`src/hdl/gcs_pkg.sv`:
```
// Package for the gaze cursor select tracker.
// Holds the mode codes, register indexes and the structs passed between modules.
// No dependencies.
package gcs_pkg;

  // Output mode codes
  localparam logic [1:0] MODE_INIT    = 2'd0;
  localparam logic [1:0] MODE_CENTRAL = 2'd1;
  localparam logic [1:0] MODE_CLOSED  = 2'd2;
  localparam logic [1:0] MODE_MOVE    = 2'd3;

  // Configuration register indexes
  localparam logic [2:0] REG_GOOD_INTENSITY   = 3'd0;
  localparam logic [2:0] REG_CLOSED_INTENSITY = 3'd1;
  localparam logic [2:0] REG_OPEN_INTENSITY   = 3'd2;
  localparam logic [2:0] REG_CLOSED_FRAMES    = 3'd3;
  localparam logic [2:0] REG_MOVE_OFFSET      = 3'd4;
  localparam logic [2:0] REG_JUMP_LIMIT       = 3'd5;

  // Smallest intensity that a good_intensity write may set is one above this
  localparam logic [15:0] GOOD_INTENSITY_FLOOR = 16'd100;

  // Tracker state, one-hot
  typedef enum logic [3:0] {
    ST_INIT    = 4'b0001,
    ST_CENTRAL = 4'b0010,
    ST_CLOSED  = 4'b0100,
    ST_MOVE    = 4'b1000
  } track_state_t;

  // Completed row/column/intensity triple from the byte assembler
  typedef struct packed {
    logic        valid;
    logic [15:0] row;
    logic [15:0] col;
    logic [15:0] intensity;
  } gcs_triple_t;

  // Configuration register set
  typedef struct packed {
    logic [15:0] good_intensity;
    logic [15:0] closed_intensity;
    logic [15:0] open_intensity;
    logic [7:0]  closed_frames_needed;
    logic [15:0] move_offset;
    logic [15:0] jump_limit;
  } gcs_cfg_t;

  // One tracker result
  typedef struct packed {
    logic [1:0]  mode;
    logic [5:0]  key_index;
    logic        select_pulse;
    logic [15:0] row_shown;
    logic [15:0] col_shown;
    logic [15:0] intensity_shown;
  } gcs_result_t;

endpackage

```
`src/hdl/gcs_assemble.sv`:
```
// Byte assembler: pairs bytes into big-endian 16-bit numbers and groups
// them into row, column, intensity triples. Depends on gcs_pkg.
module gcs_assemble
  import gcs_pkg::*;
(
  input  logic        clk,
  input  logic        rst,
  input  logic        advance,
  input  logic [7:0]  byte_in,
  output gcs_triple_t triple
);

  logic        low_byte_next;
  logic [7:0]  high_byte;
  logic [1:0]  field_count;
  logic [15:0] raw_row;
  logic [15:0] raw_col;
  logic [15:0] number;

  assign number = {high_byte, byte_in};

  // A triple completes on the low byte of the third number
  always_comb begin
    triple.valid     = low_byte_next && (field_count == 2'd2);
    triple.row       = raw_row;
    triple.col       = raw_col;
    triple.intensity = number;
  end

  // Byte pairing and field counting
  always_ff @(posedge clk) begin
    if (rst) begin
      low_byte_next <= 1'b0;
      high_byte     <= '0;
      field_count   <= '0;
      raw_row       <= '0;
      raw_col       <= '0;
    end else if (advance) begin
      if (!low_byte_next) begin
        high_byte     <= byte_in;
        low_byte_next <= 1'b1;
      end else begin
        low_byte_next <= 1'b0;
        case (field_count)
          2'd1: begin
            raw_col     <= number;
            field_count <= 2'd2;
          end
          2'd2: field_count <= 2'd0;
          default: begin
            // zero, and the unused code three, start a new triple
            raw_row     <= number;
            field_count <= 2'd1;
          end
        endcase
      end
    end
  end

endmodule

```
`src/hdl/gcs_tracker.sv`:
```
// Four-mode gaze tracker: jump filter, closed-eye select and cursor stepping.
// Runs once per completed triple. Depends on gcs_pkg.
module gcs_tracker
  import gcs_pkg::*;
#(
  parameter int KEY_COUNT     = 50,
  parameter int REOPEN_MARGIN = 400
) (
  input  logic        clk,
  input  logic        rst,
  input  logic        advance,
  input  gcs_triple_t triple,
  input  gcs_cfg_t    cfg,
  output gcs_result_t result
);

  localparam logic [5:0]  KEY_LAST = 6'(KEY_COUNT);
  localparam logic [16:0] MARGIN   = 17'(REOPEN_MARGIN);

  track_state_t state, state_next;
  logic [15:0] origin_row, origin_row_next;
  logic [15:0] origin_col, origin_col_next;
  logic [15:0] last_row, last_row_next;
  logic [15:0] last_col, last_col_next;
  logic [15:0] shown_row, shown_row_next;
  logic [15:0] shown_col, shown_col_next;
  logic [7:0]  closed_count, closed_count_next;
  logic [5:0]  cursor, cursor_next;

  logic [15:0] jump_row, jump_col;
  logic        jump_ok;
  logic [15:0] flt_row, flt_col;
  logic        col_ahead;
  logic [15:0] off_row, off_col;
  logic [7:0]  count_inc;
  logic [5:0]  cursor_left, cursor_right;
  logic [16:0] bright_level;
  logic        select_pulse;
  logic [1:0]  mode_code;

  // Jump filter against the last accepted position
  always_comb begin
    jump_row = (triple.row >= last_row) ? triple.row - last_row : last_row - triple.row;
    jump_col = (triple.col >= last_col) ? triple.col - last_col : last_col - triple.col;
    jump_ok  = (jump_row < cfg.jump_limit) && (jump_col < cfg.jump_limit);
    flt_row  = jump_ok ? triple.row : last_row;
    flt_col  = jump_ok ? triple.col : last_col;
  end

  // Offsets of the filtered position from the origin
  always_comb begin
    col_ahead = flt_col > origin_col;
    off_col   = col_ahead ? flt_col - origin_col : origin_col - flt_col;
    off_row   = (flt_row >= origin_row) ? flt_row - origin_row : origin_row - flt_row;
  end

  // Wrapping cursor steps and helpers
  always_comb begin
    cursor_left  = (cursor <= 6'd1 || cursor > KEY_LAST) ? KEY_LAST : cursor - 6'd1;
    cursor_right = (cursor >= KEY_LAST || cursor < 6'd1) ? 6'd1 : cursor + 6'd1;
    count_inc    = (closed_count == 8'hFF) ? closed_count : closed_count + 8'd1;
    bright_level = {1'b0, cfg.good_intensity} + MARGIN;
  end

  // Mode transitions
  always_comb begin
    state_next        = state;
    origin_row_next   = origin_row;
    origin_col_next   = origin_col;
    last_row_next     = last_row;
    last_col_next     = last_col;
    shown_row_next    = shown_row;
    shown_col_next    = shown_col;
    closed_count_next = closed_count;
    cursor_next       = cursor;
    select_pulse      = 1'b0;
    unique case (state)
      ST_INIT: begin
        if (triple.intensity >= cfg.good_intensity) begin
          origin_row_next = triple.row;
          origin_col_next = triple.col;
          last_row_next   = triple.row;
          last_col_next   = triple.col;
          state_next      = ST_CENTRAL;
        end
      end
      ST_CENTRAL: begin
        if (triple.intensity < cfg.closed_intensity) begin
          if (count_inc >= cfg.closed_frames_needed) begin
            state_next        = ST_CLOSED;
            select_pulse      = 1'b1;
            closed_count_next = '0;
          end else begin
            closed_count_next = count_inc;
          end
        end else begin
          closed_count_next = '0;
          last_row_next     = flt_row;
          last_col_next     = flt_col;
          shown_row_next    = flt_row;
          shown_col_next    = flt_col;
          if (off_col > cfg.move_offset) begin
            cursor_next = col_ahead ? cursor_right : cursor_left;
            state_next  = ST_MOVE;
          end
        end
      end
      ST_CLOSED: begin
        if (triple.intensity > cfg.open_intensity) state_next = ST_INIT;
      end
      ST_MOVE: begin
        last_row_next  = flt_row;
        last_col_next  = flt_col;
        shown_row_next = flt_row;
        shown_col_next = flt_col;
        if ({1'b0, triple.intensity} >= bright_level ||
            (off_row < cfg.move_offset && off_col < cfg.move_offset)) begin
          state_next = ST_CENTRAL;
        end
      end
      default: state_next = ST_INIT;
    endcase
  end

  // Encode the mode for the output
  always_comb begin
    unique case (state_next)
      ST_INIT:    mode_code = MODE_INIT;
      ST_CENTRAL: mode_code = MODE_CENTRAL;
      ST_CLOSED:  mode_code = MODE_CLOSED;
      ST_MOVE:    mode_code = MODE_MOVE;
      default:    mode_code = MODE_INIT;
    endcase
  end

  always_comb begin
    result.mode            = mode_code;
    result.key_index       = cursor_next;
    result.select_pulse    = select_pulse;
    result.row_shown       = shown_row_next;
    result.col_shown       = shown_col_next;
    result.intensity_shown = triple.intensity;
  end

  // Tracker state registers
  always_ff @(posedge clk) begin
    if (rst) begin
      state        <= ST_INIT;
      origin_row   <= '0;
      origin_col   <= '0;
      last_row     <= '0;
      last_col     <= '0;
      shown_row    <= '0;
      shown_col    <= '0;
      closed_count <= '0;
      cursor       <= 6'd1;
    end else if (advance && triple.valid) begin
      state        <= state_next;
      origin_row   <= origin_row_next;
      origin_col   <= origin_col_next;
      last_row     <= last_row_next;
      last_col     <= last_col_next;
      shown_row    <= shown_row_next;
      shown_col    <= shown_col_next;
      closed_count <= closed_count_next;
      cursor       <= cursor_next;
    end
  end

endmodule

```
`src/hdl/gaze_cursor_select_fsm_top.sv`:
```
// Top level of the gaze cursor select tracker: input register, config
// registers, result register. Depends on gcs_pkg, gcs_assemble, gcs_tracker.
//
// Usage:
//   Input channel (in_valid/in_stall/rx_byte) carries one received byte per
//   transaction, high byte of each 16-bit number first. Every six bytes make
//   a row, column, intensity triple; the sixth byte yields one result
//   transaction on the output channel (out_valid/out_stall and the fields).
//   Configuration writes use cfg_valid/cfg_ready/cfg_index/cfg_data; cfg_ready
//   is always high, and indexes above five are ignored.
//   Path: a byte accepted into the input register is processed as it drains,
//   and a completed triple's result is loaded into the result register.
//   Throughput: one byte per cycle while the input register is not stalled;
//   a triple completes on every sixth byte.
//   Stall: a held result blocks only a byte that would complete a new triple;
//   other bytes keep flowing. in_stall rises when the input register is full
//   and cannot drain.
//   Reset (rst, synchronous): empties both registers, restores the register
//   defaults, and puts the tracker in initialize with the cursor at one.
module gaze_cursor_select_fsm_top
  import gcs_pkg::*;
#(
  parameter int KEY_COUNT     = 50,
  parameter int REOPEN_MARGIN = 400
) (
  input  logic        clk,
  input  logic        rst,
  input  logic        in_valid,
  output logic        in_stall,
  input  logic [7:0]  rx_byte,
  output logic        out_valid,
  input  logic        out_stall,
  output logic [1:0]  mode,
  output logic [5:0]  key_index,
  output logic        select_pulse,
  output logic [15:0] row_shown,
  output logic [15:0] col_shown,
  output logic [15:0] intensity_shown,
  input  logic        cfg_valid,
  output logic        cfg_ready,
  input  logic [2:0]  cfg_index,
  input  logic [15:0] cfg_data
);

  logic        s1_valid;
  logic [7:0]  s1_byte;
  logic        s1_fire;
  logic        in_fire;
  gcs_cfg_t    cfg;
  gcs_triple_t triple;
  gcs_result_t result;
  gcs_result_t out_reg;

  // Drain the input register unless it completes a triple into a held result
  assign s1_fire  = s1_valid && (!triple.valid || !out_valid || !out_stall);
  assign in_stall = s1_valid && !s1_fire;
  assign in_fire  = in_valid && !in_stall;

  // Input register
  always_ff @(posedge clk) begin
    if (rst) begin
      s1_valid <= 1'b0;
    end else if (in_fire) begin
      s1_valid <= 1'b1;
    end else if (s1_fire) begin
      s1_valid <= 1'b0;
    end
  end

  always_ff @(posedge clk) begin
    if (in_fire) s1_byte <= rx_byte;
  end

  // Configuration registers
  assign cfg_ready = 1'b1;

  always_ff @(posedge clk) begin
    if (rst) begin
      cfg.good_intensity       <= 16'd600;
      cfg.closed_intensity     <= 16'd200;
      cfg.open_intensity       <= 16'd400;
      cfg.closed_frames_needed <= 8'd5;
      cfg.move_offset          <= 16'd10;
      cfg.jump_limit           <= 16'd50;
    end else if (cfg_valid && cfg_ready) begin
      unique case (cfg_index)
        REG_GOOD_INTENSITY: begin
          if (cfg_data > GOOD_INTENSITY_FLOOR) cfg.good_intensity <= cfg_data;
        end
        REG_CLOSED_INTENSITY: cfg.closed_intensity     <= cfg_data;
        REG_OPEN_INTENSITY:   cfg.open_intensity       <= cfg_data;
        REG_CLOSED_FRAMES:    cfg.closed_frames_needed <= cfg_data[7:0];
        REG_MOVE_OFFSET:      cfg.move_offset          <= cfg_data;
        REG_JUMP_LIMIT:       cfg.jump_limit           <= cfg_data;
        default: ;
      endcase
    end
  end

  gcs_assemble u_assemble (
    .clk     (clk),
    .rst     (rst),
    .advance (s1_fire),
    .byte_in (s1_byte),
    .triple  (triple)
  );

  gcs_tracker #(
    .KEY_COUNT     (KEY_COUNT),
    .REOPEN_MARGIN (REOPEN_MARGIN)
  ) u_tracker (
    .clk     (clk),
    .rst     (rst),
    .advance (s1_fire),
    .triple  (triple),
    .cfg     (cfg),
    .result  (result)
  );

  // Result register
  always_ff @(posedge clk) begin
    if (rst) begin
      out_valid <= 1'b0;
    end else if (s1_fire && triple.valid) begin
      out_valid <= 1'b1;
    end else if (!out_stall) begin
      out_valid <= 1'b0;
    end
  end

  always_ff @(posedge clk) begin
    if (s1_fire && triple.valid) out_reg <= result;
  end

  assign mode            = out_reg.mode;
  assign key_index       = out_reg.key_index;
  assign select_pulse    = out_reg.select_pulse;
  assign row_shown       = out_reg.row_shown;
  assign col_shown       = out_reg.col_shown;
  assign intensity_shown = out_reg.intensity_shown;

endmodule

```
`config.mk`:
```
export PLATFORM = sky130hd
export DESIGN_NAME = gaze_cursor_select_fsm_top
export DESIGN_NICKNAME = d
export VERILOG_FILES = /design/src/hdl/gcs_pkg.sv /design/src/hdl/gcs_assemble.sv /design/src/hdl/gcs_tracker.sv /design/src/hdl/gaze_cursor_select_fsm_top.sv
export SDC_FILE = /design/constraint.sdc
export NUM_CORES = 1
export LEC_CHECK = 0
export ABC_AREA = 1
export BUFFER_PORTS_ARGS = -buffer_cell sky130_fd_sc_hd__buf_2
export CAP_MARGIN = 15
export CORE_MARGIN = 10
export CORE_UTILIZATION = 40
export DETAILED_ROUTE_END_ITERATION = 16
export PLACE_DENSITY = 0.68
export SLEW_MARGIN = 20
export SYNTH_ARGS = -nofsm -noshare
export SYNTH_HDL_FRONTEND = slang
export SYNTH_SLANG_ARGS = --single-unit
```
`constraint.sdc`:
```
create_clock -name clk -period 8.5 [get_ports clk]
set_input_delay 0.425 -clock clk [delete_from_list [all_inputs] [get_ports clk]]
set_output_delay 0.425 -clock clk [all_outputs]
set_load 0.005 [all_outputs]
```
==> run_summary.xml, run 1 <==
<?xml version="1.0" encoding="UTF-8"?>
<metrics>
  <group name="sta">
    <metric name="relSlewSlack" unit="%">26.9</metric>
    <metric name="final_critical_path_setup_slack" unit="ps">658</metric>
    <metric name="max_slew.worst_pin.slew" unit="ps">1090</metric>
    <metric name="fmax" unit="GHz">0.128</metric>
    <metric name="worst_clock_skew" unit="ps">22.8</metric>
    <metric name="report.final.slew_viol_count" unit="">0</metric>
    <metric name="report.final.hold_viol_count" unit="">0</metric>
    <metric name="grt_setup_unrepaired" unit="">no</metric>
    <metric name="finalWorstPathRequiredPeriod" unit="ps">7840</metric>
    <metric name="fin_tns_setup" unit="ps">0</metric>
    <metric name="fin_crit_sh" unit="%">92.3</metric>
    <metric name="timing.final.setup_violations" unit="">0</metric>
  </group>
  <group name="min_path">
    <metric name="hold_path.startpoint" unit="">rx_byte[5]</metric>
    <metric name="worstHoldPathType" unit="">input pin to flop</metric>
  </group>
  <group name="final_layout">
    <metric name="leading_cell_types_in_the_layout_fill_and_taps_excluded" unit="">sky130_fd_sc_hd__nand2_1, sky130_fd_sc_hd__inv_1, sky130_fd_sc_hd__a21oi_1, sky130_fd_sc_hd__o21ai_0, sky130_fd_sc_hd__ha_1</metric>
    <metric name="antenna_cells" unit="">0</metric>
    <metric name="synthToLayoutAreaGrowth" unit="%">10.7</metric>
    <metric name="regArea" unit="µm²">6900</metric>
    <metric name="drive_above_1_share" unit="%">6.47</metric>
    <metric name="layout.cells.most_common" unit="">sky130_fd_sc_hd__nand2_1</metric>
    <metric name="multi_input_comb_area" unit="µm²">13400</metric>
    <metric name="final_design_area_no_fill" unit="µm²">25300</metric>
    <metric name="final_net_count" unit="">3658</metric>
    <metric name="num-fill-cells" unit="">5828</metric>
  </group>
  <group name="grt">
    <metric name="global_route.usage.met3" unit="%">3.66</metric>
    <metric name="gr-total-overflow" unit="">0</metric>
    <metric name="global_route.usage.total" unit="%">21.0</metric>
    <metric name="grt_antenna_before_repair" unit="">3</metric>
    <metric name="busiest_layer" unit="">met2</metric>
    <metric name="first_global_vias" unit="">20500</metric>
    <metric name="gr-usage-met1" unit="%">28.7</metric>
    <metric name="grt_first_pass_wirelength" unit="mm">114</metric>
    <metric name="global_route.usage.met2" unit="%">33.1</metric>
    <metric name="largest_net_degree_at_the_start_of_global_routing" unit="">113</metric>
  </group>
  <group name="clock_tree">
    <metric name="cts-buffers-inserted" unit="">38</metric>
    <metric name="clock_latency_on_the_worst_skew_pair" unit="ps">560</metric>
    <metric name="clkSlewWorstSetupHoldPaths" unit="ps">60</metric>
    <metric name="cts.sink_count" unit="">312</metric>
    <metric name="root_buffer_cell" unit="">sky130_fd_sc_hd__clkbuf_16</metric>
    <metric name="post-cts-setup-buffers" unit="">0</metric>
    <metric name="cts_tree" unit="">done</metric>
    <metric name="bufs_on_longest_clock_path" unit="">3</metric>
    <metric name="htree_num_levels" unit="">2</metric>
    <metric name="cts_hold_buf" unit="">0</metric>
  </group>
  <group name="setup_path">
    <metric name="critical_path_peak_fanout" unit="">32</metric>
    <metric name="cp_data_required_time" unit="ps">8790</metric>
    <metric name="setup.worst_path.end_class" unit="">flop</metric>
    <metric name="most_common_cell_type_on_the_critical_path" unit="">sky130_fd_sc_hd__nand2_1</metric>
    <metric name="timing.critical_path.arrival" unit="ps">8130</metric>
    <metric name="critPathTopFamily" unit="">simple AND/OR/NAND/NOR gates</metric>
    <metric name="crit_buf_inv" unit="">8</metric>
    <metric name="crit_type" unit="">flop to flop</metric>
    <metric name="cp_slowest_stage_delay" unit="ps">450</metric>
    <metric name="cpMaxStageDelayCell" unit="">sky130_fd_sc_hd__dfxtp_1</metric>
    <metric name="timing.critical_path.from" unit="">u_assemble.raw_col[11]</metric>
    <metric name="worst_r2r_start" unit="">u_assemble.raw_col[11]</metric>
    <metric name="critical_path.startpoint_type" unit="">flop</metric>
  </group>
  <group name="routing">
    <metric name="postRouteWirelength" unit="mm">71.8</metric>
    <metric name="routed_via_count_divided_by_cell_count" unit="">5.24</metric>
    <metric name="drt-initial-drc-count" unit="">1913</metric>
    <metric name="drtAntennaViolNets" unit="">0</metric>
    <metric name="detail_route.drc_violations" unit="">0</metric>
    <metric name="drt_pre_antenna_iters" unit="">8</metric>
    <metric name="routed_wire_length_per_instance" unit="µm">17.3</metric>
    <metric name="via_count" unit="">21700</metric>
  </group>
  <group name="die">
    <metric name="ioPinCount" unit="">92</metric>
    <metric name="core" unit="µm²">56500</metric>
    <metric name="initial_utilization" unit="%">40.4</metric>
    <metric name="num_rows" unit="">87</metric>
    <metric name="fp.dieW" unit="µm">259</metric>
    <metric name="die_h" unit="µm">259</metric>
    <metric name="die_area" unit="µm²">67000</metric>
  </group>
  <group name="yosys">
    <metric name="postSynthAreaPerCell" unit="µm²">6.90</metric>
    <metric name="postSynthCellCount" unit="">3311</metric>
    <metric name="ys_warn_count" unit="">0</metric>
    <metric name="netlist_area" unit="µm²">22800</metric>
    <metric name="syn_nets" unit="">3612</metric>
    <metric name="synth-seq-area-share" unit="%">30.2</metric>
    <metric name="synth.ff_latch_count" unit="">312</metric>
    <metric name="number_of_library_cell_types_mapped_by_synthesis" unit="">50</metric>
  </group>
  <group name="placed_design">
    <metric name="weighted_congestion_reported_at_the_end_of_routability_driven_placement" unit="">0.989</metric>
    <metric name="portBuffers" unit="">90</metric>
    <metric name="dpl-instance-area" unit="µm²">23900</metric>
    <metric name="dp_hpwl" unit="mm">54.0</metric>
    <metric name="place_ws" unit="ps">703</metric>
  </group>
  <group name="pwr">
    <metric name="power_leakage" unit="nW">12.6</metric>
    <metric name="power_density" unit="nW/µm²">174</metric>
    <metric name="vdd.ir_drop.worst" unit="µV">173</metric>
  </group>
  <group name="job">
    <metric name="timing.max_cap.violations" unit="">0</metric>
  </group>
  <group name="run_status">
    <metric name="status" unit="">complete, no violations</metric>
  </group>
</metrics>
## state kept, by name, indices dropped and copies added, names as in the netlist, 16 cells and up
register and cells:
u_tracker.shown_col 16, u_assemble.raw_col 16, u_tracker.shown_row 16, u_tracker.last_row 16, u_tracker.origin_col 16, u_tracker.last_col 16, intensity_shown 16, col_shown 16
u_assemble.raw_row 16, u_tracker.origin_row 16, cfg 88, row_shown 16
## worst paths after layout
kind | slack, ps | cells after the start | to
max | 660 | 42 | mode[1]
max reg2reg | 660 | 42 | mode[1]
min reg2reg | 460 | 2 | cfg[57]
min | 50 | 1 | s1_byte[5]
## kinds of logic after synthesis
family,Yosys count,share of synthesized area (%)
AND/OR/NAND/NOR,1233,22.5
AO/OA/AOI/OAI,754,17.8
buffers and inverters,662,11.3
flip-flops,312,30.2
adder cells (fa/ha/maj),269,15.0
XOR/XNOR,77,2.95
multiplexers,3,0.131
other,1,0.0164
## Yosys cell counts, drive strengths merged
cell	n	area share (%)
nand2	816	14
inv	555	9.1
a21oi	355	7.8
o21ai	286	6.3
ha	261	14
dfxtp	247	22
nor2	170	2.9
nand3	156	3.5
edfxtp	65	8.5
clkbuf	61	1.0
xor2	56	2.1
nand4	49	1.3
buf	44	1.2
o21a	38	1.2
nor3	30	0.87
o211ai	26	0.85
xnor2	21	0.81
o21bai	20	0.66
a21o	12	0.39
fa	8	0.70
a31oi	5	0.14
a21boi	4	0.13
nor4	4	0.11
mux2i	3	0.13
nor3b	3	0.099
clkinv	2	0.033
nand3b	2	0.066
o2111ai	2	0.077
o221ai	2	0.077
or2	2	0.055
a211o	1	0.038
a211oi	1	0.033
a41oi	1	0.038
and2	1	0.027
conb	1	0.016
o31ai	1	0.033
## report_power, final
| group | total [mW] | internal [mW] | leakage [nW] | switching [mW] |
|---|---|---|---|---|
| Sequential | 1.58 | 1.53 | 2.53 | 0.0418 |
| Combinational | 1.09 | 0.364 | 9.38 | 0.724 |
| Clock | 1.74 | 1.06 | 0.652 | 0.681 |
| Total | 4.40 | 2.96 | 12.6 | 1.45 |
## stage by stage
stage          total power [mW]  util [%]  hold slack, ps  cells
6_report                   4.40      44.8            54.4   4141
5_1_grt                    4.64      44.8            34.2   4141
4_1_cts                    4.40      44.6            17.8   4140
3_5_place_dp               2.65      42.3             453   4072
3_3_place_gp               2.65      42.3             449   4072
2_1_floorplan              2.35         -             435   3311
## final cells by class
type,count,area share [%]
multi-input combinational,2337,52.9
sequential,312,27.3
tap,756,3.74
inverter,557,8.33
clock inverter,22,1.09
clock buffer,46,4.12
timing repair buffer,111,2.56
## routing by layer
metal | vias up | part of all wire [%]
met2 | 768 | 43
li1 | 10800 | -
met4 | 0 | 3.0
met1 | 9980 | 46
met3 | 131 | 7.6
met5 | - | 0
## timing repair
action | 4_1_cts | 5_1_grt
resized for setup | 0 | 14
setup endpoints to repair | 0 | 15
hold endpoints to repair | 0 | 0
Note: power is estimated with default switching activity, not from simulation.
==> inputs of run 2 (changes only) <==
--- a/config.mk
+++ b/config.mk
@@ -9,9 +9,9 @@
 export BUFFER_PORTS_ARGS = -buffer_cell sky130_fd_sc_hd__buf_2
 export CAP_MARGIN = 15
 export CORE_MARGIN = 10
-export CORE_UTILIZATION = 40
+export CORE_UTILIZATION = 45
 export DETAILED_ROUTE_END_ITERATION = 16
-export PLACE_DENSITY = 0.68
+export PLACE_DENSITY = 0.73
 export SLEW_MARGIN = 20
 export SYNTH_ARGS = -nofsm -noshare
 export SYNTH_HDL_FRONTEND = slang
==> run_summary.xml, run 2 (synthesis results as in run 1) <==
<?xml version="1.0" encoding="UTF-8"?>
<metrics>
  <group name="run_status">
    <metric name="status" unit="">complete, no violations</metric>
  </group>
  <group name="pwr">
    <metric name="fin_total_pwr" unit="mW">4.49</metric>
    <metric name="power_density" unit="nW/µm²">177</metric>
    <metric name="power_leakage" unit="nW">12.6</metric>
    <metric name="vdd.ir_drop.worst" unit="µV">179</metric>
  </group>
  <group name="final_layout">
    <metric name="number_of_flip_flops_under_the_largest_register_name" unit="">88</metric>
    <metric name="synthToLayoutAreaGrowth" unit="%">10.8</metric>
    <metric name="layout.cells.most_common" unit="">sky130_fd_sc_hd__nand2_1</metric>
    <metric name="antenna_cells" unit="">0</metric>
    <metric name="final_net_count" unit="">3665</metric>
    <metric name="leading_cell_types_in_the_layout_fill_and_taps_excluded" unit="">sky130_fd_sc_hd__nand2_1, sky130_fd_sc_hd__inv_1, sky130_fd_sc_hd__a21oi_1, sky130_fd_sc_hd__o21ai_0, sky130_fd_sc_hd__ha_1</metric>
    <metric name="registers.top_by_ff_count" unit="">cfg</metric>
    <metric name="drive_above_1_share" unit="%">6.81</metric>
  </group>
  <group name="clock_tree">
    <metric name="root_buffer_cell" unit="">sky130_fd_sc_hd__clkbuf_16</metric>
    <metric name="cts-buffers-inserted" unit="">38</metric>
    <metric name="htree_num_levels" unit="">2</metric>
    <metric name="bufs_on_longest_clock_path" unit="">3</metric>
    <metric name="cts_hold_buf" unit="">0</metric>
    <metric name="clkSlewWorstSetupHoldPaths" unit="ps">60</metric>
    <metric name="cts.sink_count" unit="">312</metric>
    <metric name="clock_latency_on_the_worst_skew_pair" unit="ps">560</metric>
    <metric name="cts_tree" unit="">done</metric>
  </group>
  <group name="routing">
    <metric name="via_count" unit="">21800</metric>
    <metric name="postRouteWirelength" unit="mm">71.8</metric>
    <metric name="drtAntennaViolNets" unit="">0</metric>
    <metric name="detail_route.drc_violations" unit="">0</metric>
    <metric name="drt-initial-drc-count" unit="">1919</metric>
    <metric name="routed_wire_length_per_instance" unit="µm">17.7</metric>
    <metric name="drt_pre_antenna_iters" unit="">6</metric>
    <metric name="routed_via_count_divided_by_cell_count" unit="">5.37</metric>
  </group>
  <group name="min_path">
    <metric name="hold_path.startpoint" unit="">rx_byte[5]</metric>
    <metric name="worstHoldPathType" unit="">input pin to flop</metric>
  </group>
  <group name="grt">
    <metric name="global_route.usage.total" unit="%">23.4</metric>
    <metric name="grt_first_pass_wirelength" unit="mm">113</metric>
    <metric name="gr-total-overflow" unit="">0</metric>
    <metric name="first_global_vias" unit="">20700</metric>
    <metric name="grt_antenna_before_repair" unit="">3</metric>
    <metric name="largest_net_degree_at_the_start_of_global_routing" unit="">102</metric>
  </group>
  <group name="setup_path">
    <metric name="setup.worst_path.end_class" unit="">flop</metric>
    <metric name="critical_path.startpoint_type" unit="">flop</metric>
    <metric name="timing.critical_path.from" unit="">u_assemble.raw_col[0]</metric>
    <metric name="crit_type" unit="">flop to flop</metric>
    <metric name="critical_path_peak_fanout" unit="">23</metric>
    <metric name="worst_r2r_start" unit="">u_assemble.raw_col[0]</metric>
    <metric name="most_common_cell_type_on_the_critical_path" unit="">sky130_fd_sc_hd__nand2_1</metric>
    <metric name="cpMaxStageDelayCell" unit="">sky130_fd_sc_hd__ha_1</metric>
    <metric name="cp_data_required_time" unit="ps">8790</metric>
    <metric name="timing.critical_path.arrival" unit="ps">8160</metric>
    <metric name="cp_slowest_stage_delay" unit="ps">440</metric>
  </group>
  <group name="die">
    <metric name="initial_utilization" unit="%">45.5</metric>
    <metric name="ioPinCount" unit="">92</metric>
    <metric name="core" unit="µm²">50200</metric>
    <metric name="die_area" unit="µm²">60200</metric>
    <metric name="fp.dieW" unit="µm">245</metric>
    <metric name="die_h" unit="µm">245</metric>
    <metric name="num_rows" unit="">82</metric>
  </group>
  <group name="sta">
    <metric name="grt_setup_unrepaired" unit="">no</metric>
    <metric name="timing.final.setup_violations" unit="">0</metric>
    <metric name="relSlewSlack" unit="%">30.8</metric>
    <metric name="report.final.slew_viol_count" unit="">0</metric>
    <metric name="fin_tns_setup" unit="ps">0</metric>
    <metric name="worst_clock_skew" unit="ps">11.3</metric>
    <metric name="fmax" unit="GHz">0.127</metric>
    <metric name="fin_crit_sh" unit="%">92.6</metric>
    <metric name="finalWorstPathRequiredPeriod" unit="ps">7870</metric>
    <metric name="report.final.hold_viol_count" unit="">0</metric>
    <metric name="max_slew.worst_pin.slew" unit="ps">1040</metric>
  </group>
  <group name="placed_design">
    <metric name="portBuffers" unit="">90</metric>
    <metric name="dp_hpwl" unit="mm">53.9</metric>
    <metric name="weighted_congestion_reported_at_the_end_of_routability_driven_placement" unit="">0.980</metric>
  </group>
  <group name="job">
    <metric name="timing.max_cap.violations" unit="">0</metric>
  </group>
</metrics>
-- run 2: area by class of cell --
type                            instances  area, µm²
Clock buffer                           51       1100
Clock inverter                         19        267
Fill cell                            5003      24900
Inverter                              557       2110
Multi-Input combinational cell       2337      13400
Sequential cell                       312       6900
Tap cell                              672        841
Timing Repair Buffer                  118        689
-- run 2: critical path: cells and delay by family (launching register included) --
family	cells	cell delay [ps]
adders and majority gates	5	1620
and+or+nand+nor	20	2830
buffers and inverters	10	1230
DFF	1	350
xor gates and xnor gates	2	380
AOI/OAI and AO/OA	7	1180
-- run 2: report_power, final --
part / switching, mW / leakage [nW] / internal [mW]
Combinational: 0.765 / 9.41 / 0.379
Clock: 0.684 / 0.680 / 1.10
Sequential: 0.0287 / 2.53 / 1.53
-- run 2: per-layer routing --
layer  up-vias  part of all wire, %  global-route usage [%]  routed length (µm)
li1      10900                    -                       -                   -
met1     10000                   45                    31.2               32100
met2       780                   44                    37.3               31700
met3       156                  7.4                    3.52                5320
met4         0                  3.8                    9.50                2750
met5         -                    0                       0                   0
-- run 2: per-stage QoR --
| step | instances | cell area, µm² | setup WS, ps | util, % | hold slack [ps] |
|---|---|---|---|---|---|
| after global routing | 4066 | 25300 | 18.5 | 50.4 | 22.5 |
| final | 4066 | 25300 | 633 | 50.4 | 39.1 |
| after detailed placement | 3996 | 23900 | 444 | 47.6 | 455 |
| after floorplan | 3311 | 22800 | 2020 | - | 435 |
| after global placement | 3996 | 23900 | 454 | 47.6 | 449 |
| after CTS | 4066 | 25200 | 424 | 50.3 | 18.2 |
-- run 2: worst paths after layout --
kind / depth (start not counted) / to / slack [ps]
max: 44 / mode[1] / 630
min: 1 / s1_byte[5] / 40
max reg2reg: 44 / mode[1] / 630
min reg2reg: 2 / cfg[71] / 460
-- run 2: what timing repair did --
action	4_1_cts	5_1_grt
hold endpoints to repair	0	0
endpoints found under the setup margin	0	15
gates resized for setup	0	17
setup buffers	0	0
